==> src/rtl/block_credit_ring_queue_defines.svh <==
// Assertion macros shared by the credit ring queue RTL.
`ifndef BLOCK_CREDIT_RING_QUEUE_DEFINES_SVH
`define BLOCK_CREDIT_RING_QUEUE_DEFINES_SVH

// Implication in the same cycle, clocked on clk_i, quiet during reset.
`define BCRQ_ASSERT_IMP(label, ante, cons, msg) \
  label: assert property (@(posedge clk_i) disable iff (!rst_ni) (ante) |-> (cons)) \
    else $error(msg);

// Implication checked in the next cycle.
`define BCRQ_ASSERT_NXT(label, ante, cons, msg) \
  label: assert property (@(posedge clk_i) disable iff (!rst_ni) (ante) |=> (cons)) \
    else $error(msg);

`endif

==> src/rtl/bcrq_pkg.sv <==
// Types and constants of the credit ring queue.
package bcrq_pkg;

  typedef enum logic [1:0] {
    REQ_ENQ    = 2'd0,
    REQ_DEQ    = 2'd1,
    REQ_PERMIT = 2'd2,
    REQ_READS  = 2'd3
  } bcrq_req_e;

  typedef enum logic [1:0] {
    ST_OK      = 2'd0,
    ST_BLOCKED = 2'd1,
    ST_EMPTY   = 2'd2,
    ST_ZERO    = 2'd3
  } bcrq_status_e;

  localparam logic [6:0] GRANT_RESET = 7'd16;

  typedef struct packed {
    bcrq_req_e   req_type;
    logic [63:0] item_data;
    logic [3:0]  block_index;
    logic [7:0]  read_total;
  } bcrq_in_t;

  typedef struct packed {
    bcrq_status_e status;
    logic [63:0]  out_data;
    logic [3:0]   out_block;
    logic [6:0]   permits_granted;
  } bcrq_out_t;

endpackage

==> src/rtl/bcrq_core.sv <==
// Request execution: ring positions, block read counts, permit pool and grant register.
module bcrq_core #(
  parameter int QUEUE_DEPTH = 1024,
  parameter int BLOCK_LEN   = 64,
  localparam int SW = $clog2(QUEUE_DEPTH)
) (
  input  logic                clk_i,
  input  logic                rst_ni,
  input  logic                exec_i,
  input  bcrq_pkg::bcrq_in_t  req_i,
  input  logic [63:0]         head_i,
  input  logic                cfg_we_i,
  input  logic [6:0]          cfg_wdata_i,
  output bcrq_pkg::bcrq_out_t rsp_o,
  output logic                mem_we_o,
  output logic [SW-1:0]       mem_waddr_o,
  output logic [63:0]         mem_wdata_o,
  output logic [SW-1:0]       mem_raddr_o
);
  import bcrq_pkg::*;

  localparam int NUM_BLOCKS = (QUEUE_DEPTH + BLOCK_LEN - 1) / BLOCK_LEN;
  // Only the first sixteen blocks can ever receive read counts.
  localparam int NB_ST = (NUM_BLOCKS < 16) ? NUM_BLOCKS : 16;
  localparam int OW = (BLOCK_LEN > 1) ? $clog2(BLOCK_LEN) : 1;
  localparam int BW = (NUM_BLOCKS > 1) ? $clog2(NUM_BLOCKS) : 1;
  localparam int IW = (NB_ST > 1) ? $clog2(NB_ST) : 1;
  localparam int TW = 32 + $clog2(BLOCK_LEN + 1);

  logic [31:0]   wpos_q, wpos_d, rpos_q, rpos_d;
  logic [SW-1:0] wslot_q, wslot_d, rslot_q, rslot_d;
  logic [OW-1:0] woff_q, woff_d, roff_q, roff_d;
  logic [BW-1:0] wblk_q, wblk_d, rblk_q, rblk_d;
  logic [TW-1:0] wthr_q, wthr_d;  // write lap times block length
  logic [31:0]   br_q [NB_ST];
  logic [31:0]   br_d [NB_ST];
  logic [31:0]   pool_q, pool_d;
  logic [6:0]    grant_q;
  logic [31:0]   br_sel;
  logic [32:0]   pool_sum;
  logic [6:0]    granted;
  logic          w_adv, r_adv;

  assign br_sel   = (32'(wblk_q) < NB_ST) ? br_q[wblk_q[IW-1:0]] : 32'd0;
  assign pool_sum = {1'b0, pool_q} + 33'(BLOCK_LEN);
  assign granted  = (32'(grant_q) < pool_q) ? grant_q : pool_q[6:0];

  always_comb begin
    rsp_o       = '0;
    rsp_o.status = ST_OK;
    mem_we_o    = 1'b0;
    mem_waddr_o = wslot_q;
    mem_wdata_o = req_i.item_data;
    pool_d      = pool_q;
    br_d        = br_q;
    w_adv       = 1'b0;
    r_adv       = 1'b0;
    case (req_i.req_type)
      REQ_ENQ: begin
        if (req_i.item_data == 64'd0) begin
          rsp_o.status = ST_ZERO;
        end else if (TW'(br_sel) < wthr_q) begin
          rsp_o.status = ST_BLOCKED;
        end else begin
          mem_we_o = exec_i;
          w_adv    = 1'b1;
          if (woff_q == '0) begin
            pool_d = pool_sum[32] ? 32'hFFFF_FFFF : pool_sum[31:0];
          end
        end
      end
      REQ_DEQ: begin
        if (head_i == 64'd0) begin
          rsp_o.status = ST_EMPTY;
        end else begin
          rsp_o.out_data  = head_i;
          rsp_o.out_block = 4'(rblk_q);
          mem_we_o        = exec_i;
          mem_waddr_o     = rslot_q;
          mem_wdata_o     = 64'd0;
          r_adv           = 1'b1;
        end
      end
      REQ_PERMIT: begin
        rsp_o.permits_granted = granted;
        pool_d = pool_q - 32'(granted);
      end
      default: begin
        if (32'(req_i.block_index) < NB_ST) begin
          br_d[req_i.block_index[IW-1:0]] =
            br_q[req_i.block_index[IW-1:0]] + 32'(req_i.read_total);
        end
      end
    endcase
  end

  // Write position advance; the 32-bit wrap restarts at slot zero, lap zero.
  always_comb begin
    wpos_d  = wpos_q;
    wslot_d = wslot_q;
    woff_d  = woff_q;
    wblk_d  = wblk_q;
    wthr_d  = wthr_q;
    if (exec_i && w_adv) begin
      wpos_d = wpos_q + 32'd1;
      if (wpos_q == 32'hFFFF_FFFF) begin
        wslot_d = '0;
        woff_d  = '0;
        wblk_d  = '0;
        wthr_d  = '0;
      end else if (wslot_q == SW'(QUEUE_DEPTH - 1)) begin
        wslot_d = '0;
        woff_d  = '0;
        wblk_d  = '0;
        wthr_d  = wthr_q + TW'(BLOCK_LEN);
      end else begin
        wslot_d = wslot_q + 1'b1;
        if (woff_q == OW'(BLOCK_LEN - 1)) begin
          woff_d = '0;
          wblk_d = wblk_q + 1'b1;
        end else begin
          woff_d = woff_q + 1'b1;
        end
      end
    end
  end

  always_comb begin
    rpos_d  = rpos_q;
    rslot_d = rslot_q;
    roff_d  = roff_q;
    rblk_d  = rblk_q;
    if (exec_i && r_adv) begin
      rpos_d = rpos_q + 32'd1;
      if (rpos_q == 32'hFFFF_FFFF || rslot_q == SW'(QUEUE_DEPTH - 1)) begin
        rslot_d = '0;
        roff_d  = '0;
        rblk_d  = '0;
      end else begin
        rslot_d = rslot_q + 1'b1;
        if (roff_q == OW'(BLOCK_LEN - 1)) begin
          roff_d = '0;
          rblk_d = rblk_q + 1'b1;
        end else begin
          roff_d = roff_q + 1'b1;
        end
      end
    end
  end

  // Head slot is fetched for the position that holds after this request.
  assign mem_raddr_o = rslot_d;

  always_ff @(posedge clk_i or negedge rst_ni) begin
    if (!rst_ni) begin
      wpos_q  <= '0;
      wslot_q <= '0;
      woff_q  <= '0;
      wblk_q  <= '0;
      wthr_q  <= '0;
      rpos_q  <= '0;
      rslot_q <= '0;
      roff_q  <= '0;
      rblk_q  <= '0;
      pool_q  <= '0;
      grant_q <= GRANT_RESET;
      for (int i = 0; i < NB_ST; i++) begin
        br_q[i] <= '0;
      end
    end else begin
      wpos_q  <= wpos_d;
      wslot_q <= wslot_d;
      woff_q  <= woff_d;
      wblk_q  <= wblk_d;
      wthr_q  <= wthr_d;
      rpos_q  <= rpos_d;
      rslot_q <= rslot_d;
      roff_q  <= roff_d;
      rblk_q  <= rblk_d;
      if (exec_i) begin
        pool_q <= pool_d;
        br_q   <= br_d;
      end
      if (cfg_we_i) begin
        grant_q <= cfg_wdata_i;
      end
    end
  end

endmodule

==> config.mk <==
export PLATFORM = sky130hd
export DESIGN_NAME = bcrq_core
export DESIGN_NICKNAME = d
export VERILOG_FILES = /design/src/rtl/block_credit_ring_queue_defines.svh /design/src/rtl/bcrq_pkg.sv /design/src/rtl/bcrq_core.sv
export SDC_FILE = /design/constraint.sdc
export NUM_CORES = 2
export LEC_CHECK = 0
export ABC_AREA = 0
export ABC_CLOCK_PERIOD_IN_PS = 12700
export BUFFER_PORTS_ARGS = -buffer_cell sky130_fd_sc_hd__buf_4
export CORE_MARGIN = 3
export CORE_UTILIZATION = 60
export DETAILED_ROUTE_END_ITERATION = 16
export PLACE_DENSITY = 0.8
export SYNTH_ARGS = -nofsm -noshare
export SYNTH_HDL_FRONTEND = slang
export SYNTH_SLANG_ARGS = --single-unit
==> constraint.sdc <==
create_clock -name clk_i -period 12.7 [get_ports clk_i]
set_clock_uncertainty 0.05 [all_clocks]
set_input_delay 0.635 -clock clk_i [delete_from_list [all_inputs] [get_ports clk_i]]
set_output_delay 0.635 -clock clk_i [all_outputs]
set_load 0.02 [all_outputs]
==> metrics.md <==
| Metric | Value |
|---|---|
| Outcome | finished clean |
| Final Util | 0.690 |
| DRT iter0 DRCs | around 3300 |
| Post-DP HPWL | ~70 mm |
| Crit share post-route | 0.592 |
| Longest Clk Path Bufs | 3 |
| Shortest period the worst path allows | approximately 7.5 ns |
| Top FF cell, synth | dfrtp_1 |
| Die area | 66800 um^2 |
| DR vias/cell | approximately 6.5 |
| DR vias | slightly above 30000 |
| Final WL | 112 mm |
| Leak | 0.0187 uW |
| Final Net Count | between 4000 and 5000 |
| Largest net degree at the start of global routing | between 150 and 200 |
| Syn-to-layout area delta | 12.6% |
| HP Class | primary input to register |
| Worst-path fanout max | 45 |
| Average cell area after synthesis | just over 10 um^2 |
| Post-synth top area cell | dfrtp_1 |
| Final setup viols | 0 |
| Root Driver | clkbuf_16 |
| Crit path launch | wblk_q[1] |
| Die height | 259 um |
| Area contributors post-synth | dfrtp_1 (45%), mux4_2 (9.1%), o21ai_0 (7.8%), nand2_1 (6.3%), mux2_2 (2.6%) |
| Fin. max-slew vios | 0 |
| DRT met1 WL | around 43 mm |
| Num rows | slightly above 90 |
| WS Path Type | register to output port |
| Netlist cell types | 85 |
| Power Density | 127 nW/um^2 |
| Register area share after synthesis | 0.450 |
| Core Box Area | about 62000 um^2 |
| Post-route ant nets | 0 |
| Starting Density | 0.613 |
| Storage element area | around 17000 um^2 |
| Critical Path RT | ~12 ns |
| Synth Net Count | roughly 4000 |
| Grt ovf | 0 |
| Vias in the first global route | just over 30000 |
| Fillers | ~4600 |
| First-pass detailed-route iteration total | 6 |
| Critical path data arrival time | slightly below 7 ns |
| Setup TNS | 0 ns |
| Gpl congestion | a little under 1 |
| Max Cap Viol | 0 |
| Worst Reg-to-Reg Cells | 15 |
| Met2 WL | approximately 54 mm |
| Hold Fails Final Rpt | 0 |
| Crit. End Element | output port |
| CTS resizes | 0 |
| Flop and latch count out of synthesis | slightly below 700 |
| Gr usage total | 0.335 |
| Total power | approximately 5500 uW |
| Max IR drop VDD | between 100 and 150 uV |
| Worst setup SP type | register |
| First-pass GRT wire length | 175 mm |
| H-tree levels | 3 |
| Die Width | 259 um |
| Worst-path clk slew | around 0.06 ns |
| Ports | approximately 320 |
| Cell count after synthesis | 3769 |
| Async set-reset flop share out of synthesis | 1.00 |
| Max layer used | met4 |
| Worst Hold Depth | 2 |
| RSZ-0062 raised after global routing | no |
| Min-Delay Startpoint | cfg_wdata_i[3] |
| EDFF count, synth | 0 |
| Clock Latency Late Sink | around 0.64 ns |
| Ys Warns | 0 |
| CTS Sinks | between 600 and 700 |
| Slew Limit Headroom | 0.189 |
| CTS tree | built |
| WL per Instance | between 20 and 25 um |
| Layout cells sized above 1 | 0.198 |
| Slew @ Worst Pin | around 1.2 ns |
| Multi-input logic area | between 15000 and 20000 um^2 |
| Max Freq | 0.133 GHz |
| Port Buf Inserts | 314 |
| Total CTS buffers | 73 |
| FF-to-FF Start | wblk_q[1] |
| Cell Area, Synth | around 38000 um^2 |
| Top-area cell type share of the netlist area | 0.449 |
| Final routed DRC violation total | 0 |
| Initial antenna violation count | 4 |
| Met3 wire len | ~11 mm |
==> critical path: stages (launching register included) <==
cell and delay [ns]:
dfrtp_2 0.59, buf_4 0.74, and2_2 1.01, a221oi_1 0.26
a22oi_1 0.25, nand2_1 0.15, ha_1 0.34, nand4_1 0.22
inv_1 0.07, a2111oi_1 0.36, clkbuf_2 0.24, nor3_1 0.09
and3b_1 0.77, nor2_1 0.33, nor3_1 0.50, buf_4 0.24
==> path summary, 6_finish.rpt <==
path	end	slack (ns)
setup / recovery	rsp_o[75]	5.18
max in group asynchronous	wblk_q[0]	9.62
hold / removal	grant_q[3]	0.20
hold reg to reg	wthr_q[36]	0.33
setup reg to reg	wblk_q[2]	6.40
min in group asynchronous	br_q[416]	0.58
==> synth_stat cells, types with 5 or more instances <==
cell type and count:
a211oi_1 5, a21o_1 14, a21oi_1 82, a221oi_1 27, a22oi_1 73, a31oi_1 9
and2_1 78, and3_1 28, and4_1 9, buf_1 16, buf_2 21, buf_6 25
clkbuf_1 203, clkbuf_2 7, clkbuf_8 8, dfrtp_1 687, ha_1 58, inv_1 66
mux2_2 87, mux2i_1 86, mux4_1 34, mux4_2 155, nand2_1 645, nand2_2 10
nand2b_1 16, nand3_1 76, nand4_1 47, nor2_1 115, nor2b_1 75, nor3_1 52
nor4_1 79, o21a_1 7, o21ai_0 596, o21ai_1 7, o21ai_2 10, o22a_1 5
o31ai_1 21, or2_2 9, or3_1 14, or4_1 6, xnor2_1 79, xor2_1 45
==> cells by family after synthesis <==
family	share of synthesized area
DFF	0.450
and+or+nand+nor	0.159
AOI/OAI and AO/OA	0.133
buffers and inverters	0.0450
adders and majority gates	0.0200
xor gates and xnor gates	0.0301
muxes	0.163
==> metrics by stage <==
stage | cells | setup WS, ns | instance area (um^2) | hold WS [ns]
floorplan | 3769 | 7.29 | 38300 | 0.289
global placement | 4681 | 5.61 | 40700 | 0.315
detailed placement | 4681 | 5.43 | 40700 | 0.316
CTS | 4808 | 4.75 | 43100 | 0.172
global route | 4812 | 5.00 | 43100 | 0.182
finish | 4812 | 5.18 | 43100 | 0.196
==> routing by layer <==
| metal | global-route usage | vias up |
|---|---|---|
| met4 | 0.153 | 0 |
| met1 | 0.433 | 15286 |
| met5 | 0 | - |
| met3 | 0.0815 | 376 |
| li1 | - | 13887 |
| met2 | 0.541 | 1575 |
==> power breakdown <==
| part | total, uW | internal, uW | switching (uW) |
|---|---|---|---|
| registers | 2490 | 2340 | 144 |
| logic | 852 | 348 | 503 |
| clock network | 2110 | 1210 | 900 |
==> placed cells by master, fill, tap and decap left out, types with 21 or more instances in the layout <==
master	n
nand3_1	76
a22oi_1	73
clkbuf_16	74
mux4_2	155
nor2b_1	72
nor4_1	78
o21ai_0	595
inv_1	66
dfrtp_1	684
nor2_1	115
o31ai_1	21
mux2i_1	86
nand2_1	638
nand4_1	47
xnor2_1	79
xor2_1	45
and2_1	77
a221oi_1	27
buf_4	357
and3_1	28
ha_1	58
mux2_2	87
mux4_1	34
nor3_1	52
a21oi_1	81
==> final cells by class <==
| class | instances | share of cell area |
|---|---|---|
| diodes | 3 | 0.000174 |
| clock buffers | 100 | 0.0476 |
| clock inverters | 26 | 0.00636 |
| inverters | 67 | 0.00584 |
| multi-input cells | 2725 | 0.450 |
| flip-flops and latches | 688 | 0.400 |
| well taps | 837 | 0.0243 |
| repair buffers | 366 | 0.0656 |
==> state kept, by name, summed over array words and instances, names as in the netlist <==
name,count
br_q,512
grant_q,7
pool_q,32
rblk_q,4
roff_q,6
rpos_q,32
rslot_q,10
wblk_q,4
woff_q,6
wpos_q,32
wslot_q,10
wthr_q,33
==> timing repair <==
| item | 4_1_cts | 5_1_grt |
|---|---|---|
| hold buffers | 1 | 0 |
| hold endpoints to repair | 12 | 0 |
| buffers inserted | 0 | 0 |
| setup endpoints to repair | 0 | 0 |
(Power assumes the default switching activity.)
